==> config.mk <==
export PLATFORM = sky130hd
export DESIGN_NAME = byte_pattern_scan_core
export DESIGN_NICKNAME = d
export VERILOG_FILES = /design/src/design/bps_pkg.sv /design/src/design/byte_pattern_scan_core.sv /design/src/design/bps_cell.sv /design/src/design/bps_out_buf.sv
export SDC_FILE = /design/constraint.sdc
export NUM_CORES = 2
export LEC_CHECK = 0
export BUFFER_PORTS_ARGS = -buffer_cell sky130_fd_sc_hd__buf_2
export CAP_MARGIN = 10
export CORE_MARGIN = 2
export CORE_UTILIZATION = 40
export DETAILED_ROUTE_END_ITERATION = 16
export GPL_TIMING_DRIVEN = 1
export PLACE_DENSITY_LB_ADDON = 0.05
export SYNTH_ARGS = -nofsm -noshare
export SYNTH_HDL_FRONTEND = slang
export SYNTH_SLANG_ARGS = --single-unit
==> constraint.sdc <==
create_clock -name clk_i -period 13.61 [get_ports clk_i]
set_input_delay 4.083 -clock clk_i [delete_from_list [all_inputs] [get_ports clk_i]]
set_output_delay 4.083 -clock clk_i [all_outputs]
set_load 0.1 [all_outputs]
==> src/design/bps_pkg.sv <==
// ----------------------------------------------------------------------------
// bps_pkg: shared types and constants for the byte pattern scan core
// Register indexes, cell handoff structs, the result word and case folding.
// ----------------------------------------------------------------------------
package bps_pkg;

  localparam int unsigned CFG_IDX_W  = 3;
  localparam int unsigned CFG_DATA_W = 64;
  localparam int unsigned ADDR_W     = 64;
  localparam int unsigned LEN_W      = 5;
  localparam int unsigned PAT_W      = 128;  // sixteen configured pattern bytes

  localparam logic [7:0] ASCII_UPPER_A = 8'h41;
  localparam logic [7:0] ASCII_UPPER_Z = 8'h5A;
  localparam logic [7:0] CASE_OFFSET   = 8'h20;

  typedef enum logic [CFG_IDX_W-1:0] {
    CFG_PAT_LOW  = 3'd0,
    CFG_PAT_HIGH = 3'd1,
    CFG_PAT_LEN  = 3'd2,
    CFG_IGN_CASE = 3'd3,
    CFG_BASE     = 3'd4
  } cfg_idx_e;

  // Controls broadcast to every window cell.
  typedef struct packed {
    logic shift;   // a word was accepted
    logic clear;   // that word ends the region
    logic fold;    // compare case-insensitively
  } cell_ctrl_t;

  // What one cell hands to its neighbor.
  typedef struct packed {
    logic       held;
    logic [7:0] data;
  } cell_data_t;

  typedef struct packed {
    logic              found;
    logic [ADDR_W-1:0] addr;
    logic              done;
  } res_t;

  function automatic logic [7:0] fold_byte(input logic [7:0] c, input logic en);
    logic upper;
    upper = (c >= ASCII_UPPER_A) && (c <= ASCII_UPPER_Z);
    return (en && upper) ? c + CASE_OFFSET : c;
  endfunction

endpackage

==> src/design/byte_pattern_scan_core.sv <==
// ----------------------------------------------------------------------------
// byte_pattern_scan_core: streaming pattern search over a byte region
// Reports every occurrence, overlaps included, of a 1 to 16 byte pattern.
// ----------------------------------------------------------------------------
// Usage:
//   Input channel (in_valid_i / in_stall_o) carries one region byte per word,
//   with region_end_i marking the last byte. Output channel (out_valid_o /
//   out_stall_i) carries a word only when a match completes on a byte or the
//   byte ends the region: found_o with the match start address, scan_done_o.
//   A match address is base_address plus the offset of the match's first byte.
//   Throughput is one byte per cycle while in_stall_o is low, set by the
//   window cell row, which shifts and compares every position in parallel
//   in the accepting cycle. A registered result shows up on the output in
//   the cycle after acceptance while the output register is free or draining.
//   The output side has a result register plus one skid word; input stalls
//   only while that skid word is occupied, so a stall on the output reaches
//   the input once the skid word fills. A one-cycle output stall that lands
//   on a held result with a second one behind it stalls input as the skid drains.
//   Reset empties the window, zeroes the offset, clears pending results and
//   loads the register defaults (pattern length 1, others 0). The window
//   and offset clear again after each region's final byte.
//   Program registers through cfg_we_i / cfg_index_i / cfg_data_i only while
//   no result is outstanding; new values apply to the next accepted byte.
// ----------------------------------------------------------------------------
module byte_pattern_scan_core #(
  parameter int unsigned MAX_PATTERN = 16
) (
  input  logic                           clk_i,
  input  logic                           rst_ni,
  // configuration
  input  logic                           cfg_we_i,
  input  logic [bps_pkg::CFG_IDX_W-1:0]  cfg_index_i,
  input  logic [bps_pkg::CFG_DATA_W-1:0] cfg_data_i,
  // input channel
  input  logic                           in_valid_i,
  output logic                           in_stall_o,
  input  logic [7:0]                     data_byte_i,
  input  logic                           region_end_i,
  // output channel
  output logic                           out_valid_o,
  input  logic                           out_stall_i,
  output logic                           found_o,
  output logic [bps_pkg::ADDR_W-1:0]     match_address_o,
  output logic                           scan_done_o
);
  import bps_pkg::*;

  localparam logic [6:0] MAX_LEN = 7'(MAX_PATTERN);

  // Configuration registers
  logic [PAT_W-1:0]  pattern_q, pattern_d;
  logic [LEN_W-1:0]  len_q, len_d;
  logic              ign_case_q, ign_case_d;
  logic [ADDR_W-1:0] base_q, base_d;

  // Region offset of the next byte
  logic [ADDR_W-1:0] offset_q, offset_d;

  logic       in_acc;
  logic       out_full;
  cell_ctrl_t ctrl;
  cell_data_t chain [MAX_PATTERN+1];
  logic [MAX_PATTERN-1:0] eq;
  logic [MAX_PATTERN-1:0] pos_ok;
  logic       len_ok;
  logic       hit;
  res_t       res_new;
  res_t       res_out;

  // ---------------------------------------------------------------- config
  always_comb begin
    pattern_d  = pattern_q;
    len_d      = len_q;
    ign_case_d = ign_case_q;
    base_d     = base_q;
    if (cfg_we_i) begin
      case (cfg_idx_e'(cfg_index_i))
        CFG_PAT_LOW:  pattern_d[63:0]   = cfg_data_i;
        CFG_PAT_HIGH: pattern_d[127:64] = cfg_data_i;
        CFG_PAT_LEN:  len_d             = cfg_data_i[LEN_W-1:0];
        CFG_IGN_CASE: ign_case_d        = cfg_data_i[0];
        CFG_BASE:     base_d            = cfg_data_i;
        default: ;    // drop writes to unused indexes
      endcase
    end
  end

  always_ff @(posedge clk_i or negedge rst_ni) begin
    if (!rst_ni) begin
      pattern_q  <= '0;
      len_q      <= LEN_W'(1);
      ign_case_q <= 1'b0;
      base_q     <= '0;
    end else begin
      pattern_q  <= pattern_d;
      len_q      <= len_d;
      ign_case_q <= ign_case_d;
      base_q     <= base_d;
    end
  end

  // ---------------------------------------------------------------- window
  assign in_stall_o = out_full;
  assign in_acc     = in_valid_i && !in_stall_o;

  assign ctrl.shift = in_acc;
  assign ctrl.clear = region_end_i;
  assign ctrl.fold  = ign_case_q;

  // The new byte enters at the head of the chain, always held.
  assign chain[0].held = 1'b1;
  assign chain[0].data = data_byte_i;

  for (genvar i = 0; i < MAX_PATTERN; i++) begin : g_cell
    localparam logic [6:0] CELL_IDX = 7'(i);
    logic [6:0] pat_idx;
    logic [7:0] pat_byte;

    // Cell i holds the byte that lines up with pattern byte len-1-i.
    // Pattern positions beyond the sixteen configured bytes read as zero.
    assign pat_idx  = {2'b00, len_q} - 7'd1 - CELL_IDX;
    assign pat_byte = (pat_idx[6:4] == 3'b000) ? pattern_q[{pat_idx[3:0], 3'b000} +: 8]
                                               : 8'h00;

    bps_cell u_cell (
      .clk_i      (clk_i),
      .rst_ni     (rst_ni),
      .ctrl_i     (ctrl),
      .prev_i     (chain[i]),
      .pat_byte_i (pat_byte),
      .cell_o     (chain[i+1]),
      .eq_o       (eq[i])
    );

    // Positions past the pattern length do not take part.
    assign pos_ok[i] = eq[i] || !({2'b00, len_q} > CELL_IDX);
  end

  // A zero or overlong length never matches. The held flags inside eq make
  // sure the window already holds at least len bytes.
  assign len_ok = (len_q != '0) && ({2'b00, len_q} <= MAX_LEN);
  assign hit    = len_ok && (&pos_ok);

  // ---------------------------------------------------------------- offset
  always_comb begin
    offset_d = offset_q;
    if (in_acc) begin
      offset_d = region_end_i ? '0 : offset_q + 64'd1;
    end
  end

  always_ff @(posedge clk_i or negedge rst_ni) begin
    if (!rst_ni) begin
      offset_q <= '0;
    end else begin
      offset_q <= offset_d;
    end
  end

  // ---------------------------------------------------------------- result
  assign res_new.found = hit;
  assign res_new.addr  = hit ? base_q + offset_q - (64'(len_q) - 64'd1) : '0;
  assign res_new.done  = region_end_i;

  bps_out_buf u_out_buf (
    .clk_i       (clk_i),
    .rst_ni      (rst_ni),
    .push_i      (in_acc && (hit || region_end_i)),
    .res_i       (res_new),
    .out_stall_i (out_stall_i),
    .out_valid_o (out_valid_o),
    .res_o       (res_out),
    .full_o      (out_full)
  );

  assign found_o         = res_out.found;
  assign match_address_o = res_out.addr;
  assign scan_done_o     = res_out.done;

`ifndef SYNTHESIS
  // Every delivered word carries a match or a region end.
  a_word_has_content: assert property (@(posedge clk_i) disable iff (!rst_ni)
    out_valid_o |-> (found_o || scan_done_o))
    else $error("output word with neither found nor scan_done");

  // Address reads zero unless a match is reported.
  a_addr_zero: assert property (@(posedge clk_i) disable iff (!rst_ni)
    (out_valid_o && !found_o) |-> (match_address_o == '0))
    else $error("match address nonzero without a match");

  // A region end empties the whole window and resets the offset.
  a_region_clear: assert property (@(posedge clk_i) disable iff (!rst_ni)
    (in_acc && region_end_i) |=> (!chain[1].held && !chain[MAX_PATTERN].held &&
                                  (offset_q == '0)))
    else $error("window or offset not cleared after region end");

  // Input stalls only while the skid word backs up a held result.
  a_stall_has_backlog: assert property (@(posedge clk_i) disable iff (!rst_ni)
    in_stall_o |-> out_valid_o)
    else $error("input stalled with an empty output register");
`endif

endmodule

==> src/design/bps_cell.sv <==
// ----------------------------------------------------------------------------
// bps_cell: one window position
// Holds one byte and its held flag, shifts them on, and compares the
// incoming byte against this position's pattern byte.
// ----------------------------------------------------------------------------
module bps_cell (
  input  logic               clk_i,
  input  logic               rst_ni,
  input  bps_pkg::cell_ctrl_t ctrl_i,
  input  bps_pkg::cell_data_t prev_i,
  input  logic [7:0]         pat_byte_i,
  output bps_pkg::cell_data_t cell_o,
  output logic               eq_o
);
  import bps_pkg::*;

  logic       held_q, held_d;
  logic [7:0] data_q, data_d;

  // Compare against the byte this cell is about to take.
  assign eq_o = prev_i.held &&
                (fold_byte(prev_i.data, ctrl_i.fold) == fold_byte(pat_byte_i, ctrl_i.fold));

  always_comb begin
    held_d = held_q;
    data_d = data_q;
    if (ctrl_i.shift) begin
      held_d = prev_i.held && !ctrl_i.clear;
      data_d = prev_i.data;
    end
  end

  always_ff @(posedge clk_i or negedge rst_ni) begin
    if (!rst_ni) begin
      held_q <= 1'b0;
    end else begin
      held_q <= held_d;
    end
  end

  always_ff @(posedge clk_i) begin
    data_q <= data_d;
  end

  assign cell_o.held = held_q;
  assign cell_o.data = data_q;

endmodule

==> src/design/bps_out_buf.sv <==
// ----------------------------------------------------------------------------
// bps_out_buf: result register with skid stage
// Holds results for the output channel; a skid word catches one result while
// the output register is stalled.
// ----------------------------------------------------------------------------
module bps_out_buf (
  input  logic          clk_i,
  input  logic          rst_ni,
  input  logic          push_i,
  input  bps_pkg::res_t res_i,
  input  logic          out_stall_i,
  output logic          out_valid_o,
  output bps_pkg::res_t res_o,
  output logic          full_o
);
  import bps_pkg::*;

  logic o_valid_q, o_valid_d;
  logic s_valid_q, s_valid_d;
  res_t o_q, o_d;
  res_t s_q, s_d;

  always_comb begin
    o_valid_d = o_valid_q;
    s_valid_d = s_valid_q;
    o_d       = o_q;
    s_d       = s_q;
    if (!o_valid_q || !out_stall_i) begin
      if (s_valid_q) begin
        // drain the skid word first
        o_d       = s_q;
        o_valid_d = 1'b1;
        s_valid_d = 1'b0;
      end else begin
        o_d       = res_i;
        o_valid_d = push_i;
      end
    end else if (push_i) begin
      s_d       = res_i;
      s_valid_d = 1'b1;
    end
  end

  always_ff @(posedge clk_i or negedge rst_ni) begin
    if (!rst_ni) begin
      o_valid_q <= 1'b0;
      s_valid_q <= 1'b0;
    end else begin
      o_valid_q <= o_valid_d;
      s_valid_q <= s_valid_d;
    end
  end

  always_ff @(posedge clk_i) begin
    o_q <= o_d;
    s_q <= s_d;
  end

  assign out_valid_o = o_valid_q;
  assign res_o       = o_q;
  assign full_o      = s_valid_q;

endmodule

==> flow_summary.toml <==
[detailed_routing]
drt_iter0_markers = 2786
drt-total-wl_mm = 141
wl_per_cell_um = 26.2
drtAntennaViolNets = 0
via_count = 32000
vias_per_cell = 5.97
drcViolationCount = 0
drt_pass1_iterations = 5

[worst_setup_path]
critPathMaxFanout = 55
start_kind = "flop"
crit_type = "reg2reg"
worst_ep_required_time_ns = 13.87
critPathArrivalTime_ns = 9.12
end_kind = "flop"

[finish]
drive_gt1_share_pct = 21.3
fillCellCount = 9776
multi_input_area_um2 = 24800
seqCellArea_um2 = 14600
nets = 4205
layout_commonest_cell = "nand2_1"
mostFrequentLayoutCells = "nand2_1 (377), dfrtp_1 (277), mux2_2 (260)"
area_growth_pct = 9.97

[timing]
period_share_pct = 65.1
maxSlewHeadroom_pct = 21.7
finalSetupViolCount = 0
finalCriticalPeriod_ns = 8.86
hold_violations = 0
fin_setup_tns_ns = 0
tightestPinTransition_ns = 1.17
finClkSkew_ns = 0.0427
rsz0062_at_grt = "no"
fin_ws_ns = 4.75
clock.fmax_ghz = 0.113
drv_slew = 0

[cts]
cts-root-buf = "clkbuf_16"
post-cts-setup-buffers = 0
hold_buffers = 0
cts_resized = 0
cts_tree = "yes"
clk_latency_ns = 0.67
h-tree-depth = 3
clock_path_buffers = 3
cts-buffers-inserted = 66
clkSinkCount = 531
clk_pin_slew_ns = 0.06

[grt]
grt_pass1_vias = 30600
grt_max_degree = 156
grt_usage_pct = 26.8
grt_pass1_wl_mm = 208
grt_overflow_total = 0
antenna_found_initial = 1

[die]
io_pins = 149
core_area_um2 = 101000
fp-row-count = 117
die_area_um2 = 104000
chipHeight_um = 323
start_util_pct = 40.2
fp.dieW_um = 323

[yosys]
synth-edff-count = 252
synth-async-reset-ratio_pct = 52.5
seq_area_frac_synth_pct = 35.7
synth_seq_cells = 531
avgSynthCellArea_um2 = 10.4
syn_inst = 3911
synthDistinctLibCells = 103
ys_warn_count = 0
synth_area_um2 = 40800
ys.flop_type = "dfrtp_1"
syn_nets = 4171

[min_path]
hold_class = "reg2reg"

[power]
p_per_area_nw_per_um2 = 229
power.leakage_nw = 17.8
ir_drop_v = 0.000117

[place]
portBuffers = 148
gp_congestion = 1.00
dp_slack_ns = 4.58
dp_hpwl_mm = 107

[job]
max-cap-violations = 0

[run_status]
outcome = "finished clean"
-- layout make-up --
class	instances	share of cell area, %
Tap cell	1368	3.82
Antenna cell	1	0.00558
Sequential cell	531	32.5
Clock inverter	29	0.734
Timing Repair Buffer	194	2.50
Clock buffer	92	4.24
Inverter	92	0.787
Multi-Input combinational cell	3060	55.4
-- worst max-delay path, stage by stage, from the launching register on --
cell and delay, ns:
dfstp_4 0.89, inv_2 0.36, ha_4 0.91, inv_1 0.21, ha_1 0.40, or3b_1 0.42, nor4bb_1 0.14, or4b_1 0.48
buf_4 0.25, mux4_2 0.53, and2_1 0.23, ha_1 0.24, nand3b_1 0.09, a21oi_1 0.07, a311oi_1 0.29, mux2i_1 0.12
a211oi_2 0.39, o211ai_1 0.20, or4_4 0.71, o21ai_4 0.68, buf_4 0.72
-- per-stage QoR --
| stage | area [µm²] | cells | power, W | util [%] | hold WS, ns |
|---|---|---|---|---|---|
| floorplan | 40800 | 3911 | 0.00646 | - | 0.438 |
| global placement | 42600 | 5245 | 0.00833 | 42.0 | 0.469 |
| CTS | 44800 | 5366 | 0.0102 | 44.2 | 0.491 |
| finish | 44800 | 5367 | 0.0102 | 44.2 | 0.484 |
| global route | 44800 | 5367 | 0.0108 | 44.2 | 0.510 |
| detailed placement | 42600 | 5245 | 0.00832 | 42.0 | 0.481 |
-- flip-flops by register name (all words and copies together), names as in the netlist --
| register | flops |
|---|---|
| base_q | 64 |
| g_cell.u_cell.data_q | 120 |
| g_cell.u_cell.held_q | 15 |
| ign_case_q | 1 |
| len_q | 5 |
| offset_q | 64 |
| pattern_q | 128 |
| u_out_buf.full_o | 1 |
| u_out_buf.out_valid_o | 1 |
| u_out_buf.res_o | 66 |
| u_out_buf.s_q | 66 |
-- final timing paths --
check	from	to	slack [ns]	depth (start not counted)
worst min register to register	g_cell[3].u_cell.data_q[3]$_DFFE_PP_	g_cell[4].u_cell.data_q[3]$_DFFE_PP_	0.48	0
worst max register to register	len_q[0]$_DFFE_PN1P_	u_out_buf.s_q[22]$_DFFE_PP_	4.75	20
max in group asynchronous	rst_ni	base_q[7]$_DFFE_PN0P_	7.91	3
worst max-delay path	len_q[0]$_DFFE_PN1P_	u_out_buf.s_q[22]$_DFFE_PP_	4.75	20
worst min-delay path	g_cell[3].u_cell.data_q[3]$_DFFE_PP_	g_cell[4].u_cell.data_q[3]$_DFFE_PP_	0.48	0
min in group asynchronous	rst_ni	g_cell[9].u_cell.held_q$_DFFE_PN0P_	3.38	1
-- layer usage --
layer  track usage [%]  vias up  part of all wire, %
met4              14.0        0                  5.6
met1              36.4    15900                   44
met2              42.0      939                   45
li1                  -    14900                    -
met3              3.46      250                  4.9
met5                 0        -                    0
-- report_power, final --
part	leakage, nW	internal [W]	switching, W
clock	1.10	0.00108	0.000753
combinational	10.8	0.00241	0.00389
sequential	5.98	0.00187	0.000239
-- cells in the mapped netlist (85+ instances only) --
library cell / number / area, µm²
xnor2_1: 143 / 1250
ha_1: 176 / 2200
edfxtp_1: 252 / 7570
mux2i_1: 172 / 1720
mux2_2: 260 / 2930
nand3_1: 86 / 430
clkbuf_1: 135 / 507
nor3_1: 99 / 495
xor2_1: 85 / 744
o21ai_0: 161 / 806
nand2_1: 379 / 1420
a21oi_1: 175 / 876
mux4_2: 170 / 3830
a21o_1: 143 / 1070
nor2_1: 184 / 691
dfrtp_1: 278 / 6960
-- kinds of logic (layout without fill, tap and decap cells) --
kind of cell    Yosys count  in the layout  share of synthesized area [%]
compound gates          880            880                           14.3
xor+xnor                233            233                           5.17
fa+ha+maj               179            179                           5.55
buf+inv                 320            407                           3.59
flops                   531            531                           35.7
mux                     605            605                           21.0
other cells               0              1                              0
simple gates           1163           1163                           14.8
Power figures use the tool's default switching activity.
